<file path="config.mk">
export PLATFORM = sky130hd
export DESIGN_NAME = actuator_position_sequencer_flat
export DESIGN_NICKNAME = d
export VERILOG_FILES = /design/src/rtl/aps_pkg.sv /design/src/rtl/aps_in_if.sv /design/src/rtl/aps_out_if.sv /design/src/rtl/actuator_position_sequencer.sv /design/src/flat_wrapper.sv
export SDC_FILE = /design/constraint.sdc
export NUM_CORES = 1
export LEC_CHECK = 0
export ABC_AREA = 1
export ABC_CLOCK_PERIOD_IN_PS = 5800
export BUFFER_PORTS_ARGS = -buffer_cell sky130_fd_sc_hd__clkbuf_2
export CAP_MARGIN = 40
export CELL_PAD_IN_SITES_DETAIL_PLACEMENT = 0
export CELL_PAD_IN_SITES_GLOBAL_PLACEMENT = 2
export CORE_ASPECT_RATIO = 1.1
export CORE_MARGIN = 2
export CORE_UTILIZATION = 37
export DETAILED_ROUTE_END_ITERATION = 7
export GPL_ROUTABILITY_DRIVEN = 0
export PLACE_DENSITY_LB_ADDON = 0.1
export SYNTH_ARGS = -nofsm -noshare
export SYNTH_HDL_FRONTEND = slang
export SYNTH_SLANG_ARGS = --single-unit
</file>
<file path="constraint.sdc">
create_clock -name clk -period 5.8 [get_ports clk]
set_input_delay 0.58 -clock clk [delete_from_list [all_inputs] [get_ports clk]]
set_output_delay 0.58 -clock clk [all_outputs]
set_load 0.01 [all_outputs]
</file>
<file path="src/rtl/aps_pkg.sv">
// Shared types and constants for the actuator position sequencer.
// No dependencies.
package aps_pkg;

	localparam int CFG_W         = 12;
	localparam int CFG_IDX_W     = 3;
	localparam int SETTLE_W      = 8;
	localparam int POS_WIDTH_DEF = 12;

	typedef enum logic [2:0] {
		ST_INIT   = 3'd0,
		ST_IDLE   = 3'd1,
		ST_REQ    = 3'd2,
		ST_MOVING = 3'd3,
		ST_SET    = 3'd4,
		ST_DESYNC = 3'd5,
		ST_ERROR  = 3'd6
	} status_t;

	typedef enum logic [1:0] {
		DIR_NONE = 2'd0,
		DIR_FWD  = 2'd1,
		DIR_BWD  = 2'd2
	} dir_t;

	typedef enum logic [1:0] {
		CMD_NONE = 2'd0,
		CMD_STOP = 2'd1,
		CMD_FWD  = 2'd2,
		CMD_BWD  = 2'd3
	} cmd_t;

	typedef enum logic [1:0] {
		REQ_TICK    = 2'd0,
		REQ_TARGET  = 2'd1,
		REQ_REAPPLY = 2'd2,
		REQ_STOP    = 2'd3
	} req_t;

	typedef enum logic [CFG_IDX_W-1:0] {
		CFG_FWD_LIMIT = 3'd0,
		CFG_BWD_LIMIT = 3'd1,
		CFG_TOLERANCE = 3'd2,
		CFG_DESYNC    = 3'd3,
		CFG_SETTLE    = 3'd4
	} cfg_idx_t;

endpackage

</file>
<file path="src/rtl/aps_in_if.sv">
// Input item channel of the actuator position sequencer.
// Depends on nothing but its width parameter.
interface aps_in_if #(
	parameter int POS_WIDTH = 12
);
	logic                 valid;
	logic                 ready;
	logic [1:0]           req_type;
	logic [POS_WIDTH-1:0] feedback;
	logic [1:0]           actuator_dir;
	logic [POS_WIDTH-1:0] target;

	modport source (output valid, req_type, feedback, actuator_dir, target, input ready);
	modport sink (input valid, req_type, feedback, actuator_dir, target, output ready);
endinterface

</file>
<file path="src/rtl/aps_out_if.sv">
// Result channel of the actuator position sequencer.
// Depends on nothing but its width parameter.
interface aps_out_if #(
	parameter int POS_WIDTH = 12
);
	logic                 valid;
	logic                 ready;
	logic [1:0]           motor_cmd;
	logic [2:0]           status;
	logic [POS_WIDTH-1:0] position;

	modport source (output valid, motor_cmd, status, position, input ready);
	modport sink (input valid, motor_cmd, status, position, output ready);
endinterface

</file>
<file path="src/rtl/actuator_position_sequencer.sv">
// Actuator position sequencer: one result per input transfer, one transfer per cycle unless stalled.
// Path: a taken transfer is registered in the input stage, then worked into the result
// register, from which the result shows valid.
// Throughput: one item every cycle; a stalled result stalls input only when both the
// input stage and the result register are full.
// Reset (arst_n low, async): status init, target/position/settle zero, registers at defaults.
module actuator_position_sequencer
	import aps_pkg::*;
#(
	parameter int POS_WIDTH = POS_WIDTH_DEF
) (
	input  logic                 clk,
	input  logic                 arst_n,
	input  logic                 cfg_we,
	input  logic [CFG_IDX_W-1:0] cfg_index,
	input  logic [CFG_W-1:0]     cfg_data,
	aps_in_if.sink               item,
	aps_out_if.source            result
);

	// Common compare width for positions against 12-bit limits and tolerances.
	localparam int CW = (POS_WIDTH > CFG_W) ? POS_WIDTH : CFG_W;
	// Backward limit resets to the largest position that fits both widths.
	localparam logic [CFG_W-1:0] BWD_LIMIT_RST = (POS_WIDTH >= CFG_W) ?
		CFG_W'((2 ** CFG_W) - 1) : CFG_W'((2 ** POS_WIDTH) - 1);
	localparam logic [SETTLE_W-1:0] SETTLE_MAX = SETTLE_W'((2 ** SETTLE_W) - 1);

	// Configuration registers
	logic [CFG_W-1:0]    fwd_limit_q;
	logic [CFG_W-1:0]    bwd_limit_q;
	logic [CFG_W-1:0]    tolerance_q;
	logic [CFG_W-1:0]    desync_q;
	logic [SETTLE_W-1:0] settle_ticks_q;

	// Sequencer state
	status_t              status_q, status_d;
	logic [POS_WIDTH-1:0] target_q, target_d;
	logic [POS_WIDTH-1:0] position_q, position_d;
	dir_t                 direction_q, direction_d;
	logic [SETTLE_W-1:0]  settle_q, settle_d;

	// Input stage
	logic                 valid_s1;
	req_t                 req_s1;
	logic [POS_WIDTH-1:0] feedback_s1;
	logic [1:0]           act_dir_s1;
	logic [POS_WIDTH-1:0] target_s1;

	// Result register
	logic                 out_valid_q;
	cmd_t                 cmd_q;
	status_t              out_status_q;
	logic [POS_WIDTH-1:0] out_pos_q;

	logic                 advance;
	cmd_t                 cmd_d;
	logic [POS_WIDTH-1:0] pos_diff;
	logic [SETTLE_W-1:0]  settle_inc;
	logic                 in_limits;
	logic                 reached;
	logic                 past;

	// Work the staged item whenever the result register is free or being drained.
	assign advance    = valid_s1 && (!out_valid_q || result.ready);
	assign item.ready = !valid_s1 || advance;

	// Configuration writes; unknown indexes are dropped.
	always_ff @(posedge clk or negedge arst_n) begin
		if (!arst_n) begin
			fwd_limit_q    <= '0;
			bwd_limit_q    <= BWD_LIMIT_RST;
			tolerance_q    <= CFG_W'(8);
			desync_q       <= CFG_W'(32);
			settle_ticks_q <= SETTLE_W'(3);
		end else if (cfg_we) begin
			unique case (cfg_index)
				CFG_FWD_LIMIT: fwd_limit_q    <= cfg_data;
				CFG_BWD_LIMIT: bwd_limit_q    <= cfg_data;
				CFG_TOLERANCE: tolerance_q    <= cfg_data;
				CFG_DESYNC:    desync_q       <= cfg_data;
				CFG_SETTLE:    settle_ticks_q <= cfg_data[SETTLE_W-1:0];
				default: ;
			endcase
		end
	end

	// Input stage: hold the item until it is worked.
	always_ff @(posedge clk or negedge arst_n) begin
		if (!arst_n) begin
			valid_s1 <= 1'b0;
		end else if (item.ready) begin
			valid_s1 <= item.valid;
		end
	end

	always_ff @(posedge clk) begin
		if (item.valid && item.ready) begin
			req_s1      <= req_t'(item.req_type);
			feedback_s1 <= item.feedback;
			act_dir_s1  <= item.actuator_dir;
			target_s1   <= item.target;
		end
	end

	// State register: advance once per worked item.
	always_ff @(posedge clk or negedge arst_n) begin
		if (!arst_n) begin
			status_q    <= ST_INIT;
			target_q    <= '0;
			position_q  <= '0;
			direction_q <= DIR_NONE;
			settle_q    <= '0;
		end else if (advance) begin
			status_q    <= status_d;
			target_q    <= target_d;
			position_q  <= position_d;
			direction_q <= direction_d;
			settle_q    <= settle_d;
		end
	end

	// Distance from the target to the fresh sample; only ticks use it.
	always_comb begin
		pos_diff = (target_q >= feedback_s1) ? (target_q - feedback_s1) :
			(feedback_s1 - target_q);
		settle_inc = (settle_q == SETTLE_MAX) ? settle_q : (settle_q + SETTLE_W'(1));
		in_limits = (CW'(target_q) >= CW'(fwd_limit_q)) && (CW'(target_q) <= CW'(bwd_limit_q));
		past = ((direction_q == DIR_BWD) && (target_q < feedback_s1)) ||
		       ((direction_q == DIR_FWD) && (target_q > feedback_s1));
		reached = past || (CW'(pos_diff) <= CW'(tolerance_q));
	end

	// Next state and motor command for the staged item.
	always_comb begin
		status_d    = status_q;
		target_d    = target_q;
		position_d  = position_q;
		direction_d = direction_q;
		settle_d    = settle_q;
		cmd_d       = CMD_NONE;

		unique case (req_s1)
			REQ_TICK: begin
				position_d = feedback_s1;
				unique case (status_q)
					ST_INIT: begin
						status_d = ST_IDLE;
					end
					ST_REQ: begin
						if (!in_limits) begin
							status_d = ST_ERROR;
						end else if (CW'(pos_diff) <= CW'(desync_q >> 1)) begin
							// Inside the deadband: count as set at once.
							status_d = ST_SET;
						end else begin
							direction_d = (target_q >= feedback_s1) ? DIR_BWD : DIR_FWD;
							settle_d    = '0;
							status_d    = ST_MOVING;
						end
					end
					ST_MOVING: begin
						settle_d = reached ? settle_inc : '0;
						if (reached && (settle_inc >= settle_ticks_q)) begin
							cmd_d    = CMD_STOP;
							status_d = ST_SET;
						end else if (direction_q == DIR_BWD) begin
							cmd_d = (act_dir_s1 != DIR_BWD) ? CMD_BWD : CMD_NONE;
						end else if (direction_q == DIR_FWD) begin
							cmd_d = (act_dir_s1 != DIR_FWD) ? CMD_FWD : CMD_NONE;
						end else begin
							// Moving with no direction left: stop and flag.
							cmd_d    = CMD_STOP;
							status_d = ST_ERROR;
						end
					end
					ST_SET: begin
						if (CW'(pos_diff) >= CW'(desync_q)) begin
							status_d = ST_DESYNC;
						end
					end
					default: ;
				endcase
			end
			REQ_TARGET, REQ_REAPPLY: begin
				if (status_q != ST_ERROR) begin
					if (status_q == ST_MOVING) begin
						direction_d = DIR_NONE;
						cmd_d       = CMD_STOP;
					end
					if (req_s1 == REQ_TARGET) begin
						target_d = target_s1;
					end
					status_d = ST_REQ;
				end
			end
			REQ_STOP: begin
				cmd_d = CMD_STOP;
				if (status_q != ST_ERROR) begin
					status_d = ST_IDLE;
				end
			end
			default: ;
		endcase
	end

	// Result register: load on advance, drop on transfer.
	always_ff @(posedge clk or negedge arst_n) begin
		if (!arst_n) begin
			out_valid_q <= 1'b0;
		end else if (advance) begin
			out_valid_q <= 1'b1;
		end else if (result.ready) begin
			out_valid_q <= 1'b0;
		end
	end

	always_ff @(posedge clk) begin
		if (advance) begin
			cmd_q        <= cmd_d;
			out_status_q <= status_d;
			out_pos_q    <= (status_d == ST_ERROR) ? '0 : position_d;
		end
	end

	assign result.valid     = out_valid_q;
	assign result.motor_cmd = cmd_q;
	assign result.status    = out_status_q;
	assign result.position  = out_pos_q;

endmodule

</file>
<file path="src/flat_wrapper.sv">
// flat-port wrapper written by rule: the top's interface ports become plain ports
module actuator_position_sequencer_flat import aps_pkg::*;
#(
	parameter int POS_WIDTH = POS_WIDTH_DEF
)
  (clk, arst_n, cfg_we, cfg_index, cfg_data, item_valid, item_req_type, item_feedback, item_actuator_dir, item_target, item_ready, result_valid, result_motor_cmd, result_status, result_position, result_ready);
  aps_in_if #(.POS_WIDTH(POS_WIDTH)) item_i ();
  aps_out_if #(.POS_WIDTH(POS_WIDTH)) result_i ();
  input  logic clk;
  input  logic arst_n;
  input  logic cfg_we;
  input  logic [CFG_IDX_W-1:0] cfg_index;
  input  logic [CFG_W-1:0] cfg_data;
  input wire logic [$bits(item_i.valid)-1:0] item_valid;
  input wire logic [$bits(item_i.req_type)-1:0] item_req_type;
  input wire logic [$bits(item_i.feedback)-1:0] item_feedback;
  input wire logic [$bits(item_i.actuator_dir)-1:0] item_actuator_dir;
  input wire logic [$bits(item_i.target)-1:0] item_target;
  output wire logic [$bits(item_i.ready)-1:0] item_ready;
  output wire logic [$bits(result_i.valid)-1:0] result_valid;
  output wire logic [$bits(result_i.motor_cmd)-1:0] result_motor_cmd;
  output wire logic [$bits(result_i.status)-1:0] result_status;
  output wire logic [$bits(result_i.position)-1:0] result_position;
  input wire logic [$bits(result_i.ready)-1:0] result_ready;
  assign item_i.valid = item_valid;
  assign item_i.req_type = item_req_type;
  assign item_i.feedback = item_feedback;
  assign item_i.actuator_dir = item_actuator_dir;
  assign item_i.target = item_target;
  assign item_ready = item_i.ready;
  assign result_valid = result_i.valid;
  assign result_motor_cmd = result_i.motor_cmd;
  assign result_status = result_i.status;
  assign result_position = result_i.position;
  assign result_i.ready = result_ready;
  actuator_position_sequencer #(.POS_WIDTH(POS_WIDTH)) u_core (.clk(clk), .arst_n(arst_n), .cfg_we(cfg_we), .cfg_index(cfg_index), .cfg_data(cfg_data), .item(item_i), .result(result_i));
endmodule
</file>
==> summary.md <==
| Metric | Value |
|---|---|
| DRT iter0 DRCs | 252 |
| # IOs | 67 |
| Final setup vio count | 0 |
| Number of global-route vias before repair | 6595 |
| CTS Hold Bufs | 0 |
| Lkg Pwr | 4.80 nW |
| Post-DR wirelength/cell | 15.1 um |
| Ys async rst share | 0.679 |
| Startpoint Class | register |
| Pwr/cell area | 507 nW/um2 |
| Crit path kind | reg2reg |
| R2R Setup Slk | 0.86 ns |
| Clock share of power | 0.226 |
| Slowest stage cell, crit path | o21ai_0 |
| Top cell type's share of synthesized area | 0.232 |
| Slew HR | 0.432 |
| Clock-pin slew on the worst setup and hold paths | 0.07 ns |
| CTS Sinks | 140 |
| H-tree levels | 4 |
| Synthesized area per cell | 8.42 um2 |
| Mapped Area | 8530 um2 |
| Most frequent cells in the layout | nand2_1 (248), inv_1 (171), o21ai_0 (119) |
| Die area | 24300 um2 |
| Internal | 2.75 mW |
| Worst setup margin | 0.861 ns |
| Yosys warnings | 0 |
| Slew Viols, Final | 0 |
| Arrival @ worst endpoint | 5.11 ns |
| Initial Util | 0.375 |
| CTS Buf Count | 17 |
| Comb pwr share | 0.484 |
| Clk Latency, worst-skew pair | 0.44 ns |
| ANT nets after route | 0 |
| Status | completed |
| Worst path depth | 28 |
| Synth cell types | 43 |
| 1st-pass router iterations | 5 |
| GRT Resource Usage Total | 0.186 |
| Cell Rows | 58 |
| Leading area contributor after synthesis | dfrtp_1 |
| Critical path required time | 5.97 ns |
| Final setup skew | 0.0200 ns |
| Reg-to-reg critical path startpoint | u_core.target_q[0] |
| Post-CTS sizing | 0 |
| R2R depth | 28 |
| Most common cell after layout, fill and taps aside | nand2_1 |
| Worst path max stage delay | 0.43 ns |
| Vert. Die Dim | 163 um |
| Fillers | 2300 |
| Post-synth net total | 1156 |
| Worst path buffer plus inverter count | 3 |
| Ys flop type | dfrtp_1 |
| RR Endpoint | u_core.result.position[11] |
| Worst Hold Class | in2async |
| Routed via count | 6529 |
| DR vias/cell | 4.68 |
| Max FO, Critical Path | 17 |
| Least-Margin Pin Slew | 0.850 ns |
| Pin count of the biggest net entering global routing | 58 |
| Register area share after synthesis | 0.440 |
| Tcrit/Tclk final | 0.851 |
| Area of the multi-input gates | 4020 um2 |
| Switching share of power | 0.445 |
| Peak VDD IR | 219 uV |
| GRT overflow | 0 |
| CTS root buf | clkbuf_16 |
| Die width | 149 um |
| DRC viols | 0 |
| Initial antenna violation count | 0 |
| Layout cells sized above 1 | 0.148 |
| Post-synth EDFFs | 45 |
| DP Worst Slack | 0.817 ns |
| Sequential power share | 0.291 |
| Fmax | 202 MHz |
| Crit-path most repeated cell | nand2_1 |
| Final wirelength | 21000 um |
| DPL Wire Length | 16700 um |
| Clk buf depth | 2 |
| CTS tree | done |
| Setup bufs post-CTS | 0 |
| Synth area leaders | dfrtp_1 (23%), edfxtp_1 (16%), ha_1 (14%) |
| Final Critical Period | 4.94 ns |
| CP Capture Type | register |
| Crit path max-delay family | simple AND/OR/NAND/NOR gates |
| Global-route wire length before repair | 34500 um |
| Final Hold Vio Count | 0 |
| Yosys reg bits | 140 |
| Post-Synthesis Cells | 1012 |
| Setup_tns | 0 ns |
| RSZ-0062 raised after global routing | false |
| Core ar. | 22700 um2 |
| Area added between synthesis and finish | 15.0% |
| Net Switching | 2.21 mW |
| FF/Latch Area | 3750 um2 |
| Antenna cell count | 0 |
| I/O Buffers | 66 |
| Max-cap viol count | 0 |
| NumNets Final | 1225 |
power by group through the flow:
| stage | clock [mW] | sequential, mW | combinational (mW) |
|---|---|---|---|
| final | 1.12 | 1.44 | 2.40 |
| after global routing | 1.18 | 1.48 | 2.85 |
| after CTS | 1.15 | 1.45 | 2.46 |
| after detailed placement | 0 | 1.46 | 2.45 |
| after global placement | 0 | 1.46 | 2.44 |
| after floorplan | 0 | 1.42 | 1.81 |
per-stage QoR:
step | cells | total power, mW | instance area, um2 | hold slack (ns) | utilization
3_3_place_gp | 1361 | 3.90 | 9160 | 0.438 | 0.403
5_1_grt | 1394 | 5.51 | 9800 | 0.154 | 0.431
6_report | 1394 | 4.97 | 9800 | 0.120 | 0.431
4_1_cts | 1394 | 5.05 | 9800 | 0.137 | 0.431
3_5_place_dp | 1362 | 3.91 | 9190 | 0.448 | 0.405
2_1_floorplan | 1012 | 3.22 | 8530 | 0.284 | -
worst max path at each step:
stage | from | slack (ns) | endpoint
detailed placement | u_core.target_q[0] | 0.82 | u_core.result.position[11]
floorplan | u_core.target_q[0] | 1.80 | u_core.result.position[10]
global route | u_core.target_q[0] | 0.17 | u_core.result.position[11]
finish | u_core.target_q[0] | 0.86 | u_core.result.position[11]
CTS | u_core.target_q[0] | 0.78 | u_core.result.position[11]
global placement | u_core.target_q[0] | 0.99 | u_core.result.position[11]
final cells by class:
cell class | count | share of cell area
multi-input cells | 677 | 0.410
flip-flops and latches | 140 | 0.382
inverters | 174 | 0.0669
clock buffers | 17 | 0.0434
repair buffers | 71 | 0.0398
well taps | 300 | 0.0383
clock inverters | 15 | 0.0190
layer usage:
metal	global-route usage	wire length, um	vias to the layer above
met5	0	0	-
met4	0.0450	219	0
met3	0.0296	590	18
met2	0.317	10300	95
met1	0.248	9990	3002
li1	-	-	3414
synth_stat cells, types with 3 or more instances:
master	count
nand2_2	14
nor2_4	5
o21a_1	3
buf_6	3
o211ai_1	3
a21oi_1	48
nor2_1	49
dfrtp_1	79
nand3_1	22
clkbuf_1	16
nand3_2	4
xnor2_1	8
a21oi_2	10
ha_1	94
xor2_1	6
edfxtp_1	45
nand4_1	9
nand2_1	248
dfstp_2	16
inv_1	171
nor3_1	5
o21ai_0	119
o31ai_1	3
nor4_1	4
registers in the layout (all words and copies together), names as in the netlist, 3 cells and up:
signal / cells
u_core.bwd_limit_q: 12
u_core.desync_q: 12
u_core.feedback_s1: 12
u_core.fwd_limit_q: 12
u_core.position_q: 12
u_core.result.position: 12
u_core.result.status: 3
u_core.settle_q: 8
u_core.settle_ticks_q: 8
u_core.status_q: 3
u_core.target_q: 12
u_core.target_s1: 12
u_core.tolerance_q: 12
cells by family (layout without fill, tap and decap cells):
| kind of cell | after synthesis | after routing | synth area share |
|---|---|---|---|
| and+or+nand+nor | 370 | 370 | 0.187 |
| AOI/OAI and AO/OA | 196 | 196 | 0.126 |
| buffers and inverters | 195 | 277 | 0.0889 |
| DFF | 140 | 140 | 0.440 |
| adders and majority gates | 96 | 96 | 0.143 |
| xor gates and xnor gates | 14 | 14 | 0.0144 |
| muxes | 1 | 1 | 0.00132 |
Note: power is estimated with default switching activity, not from simulation.
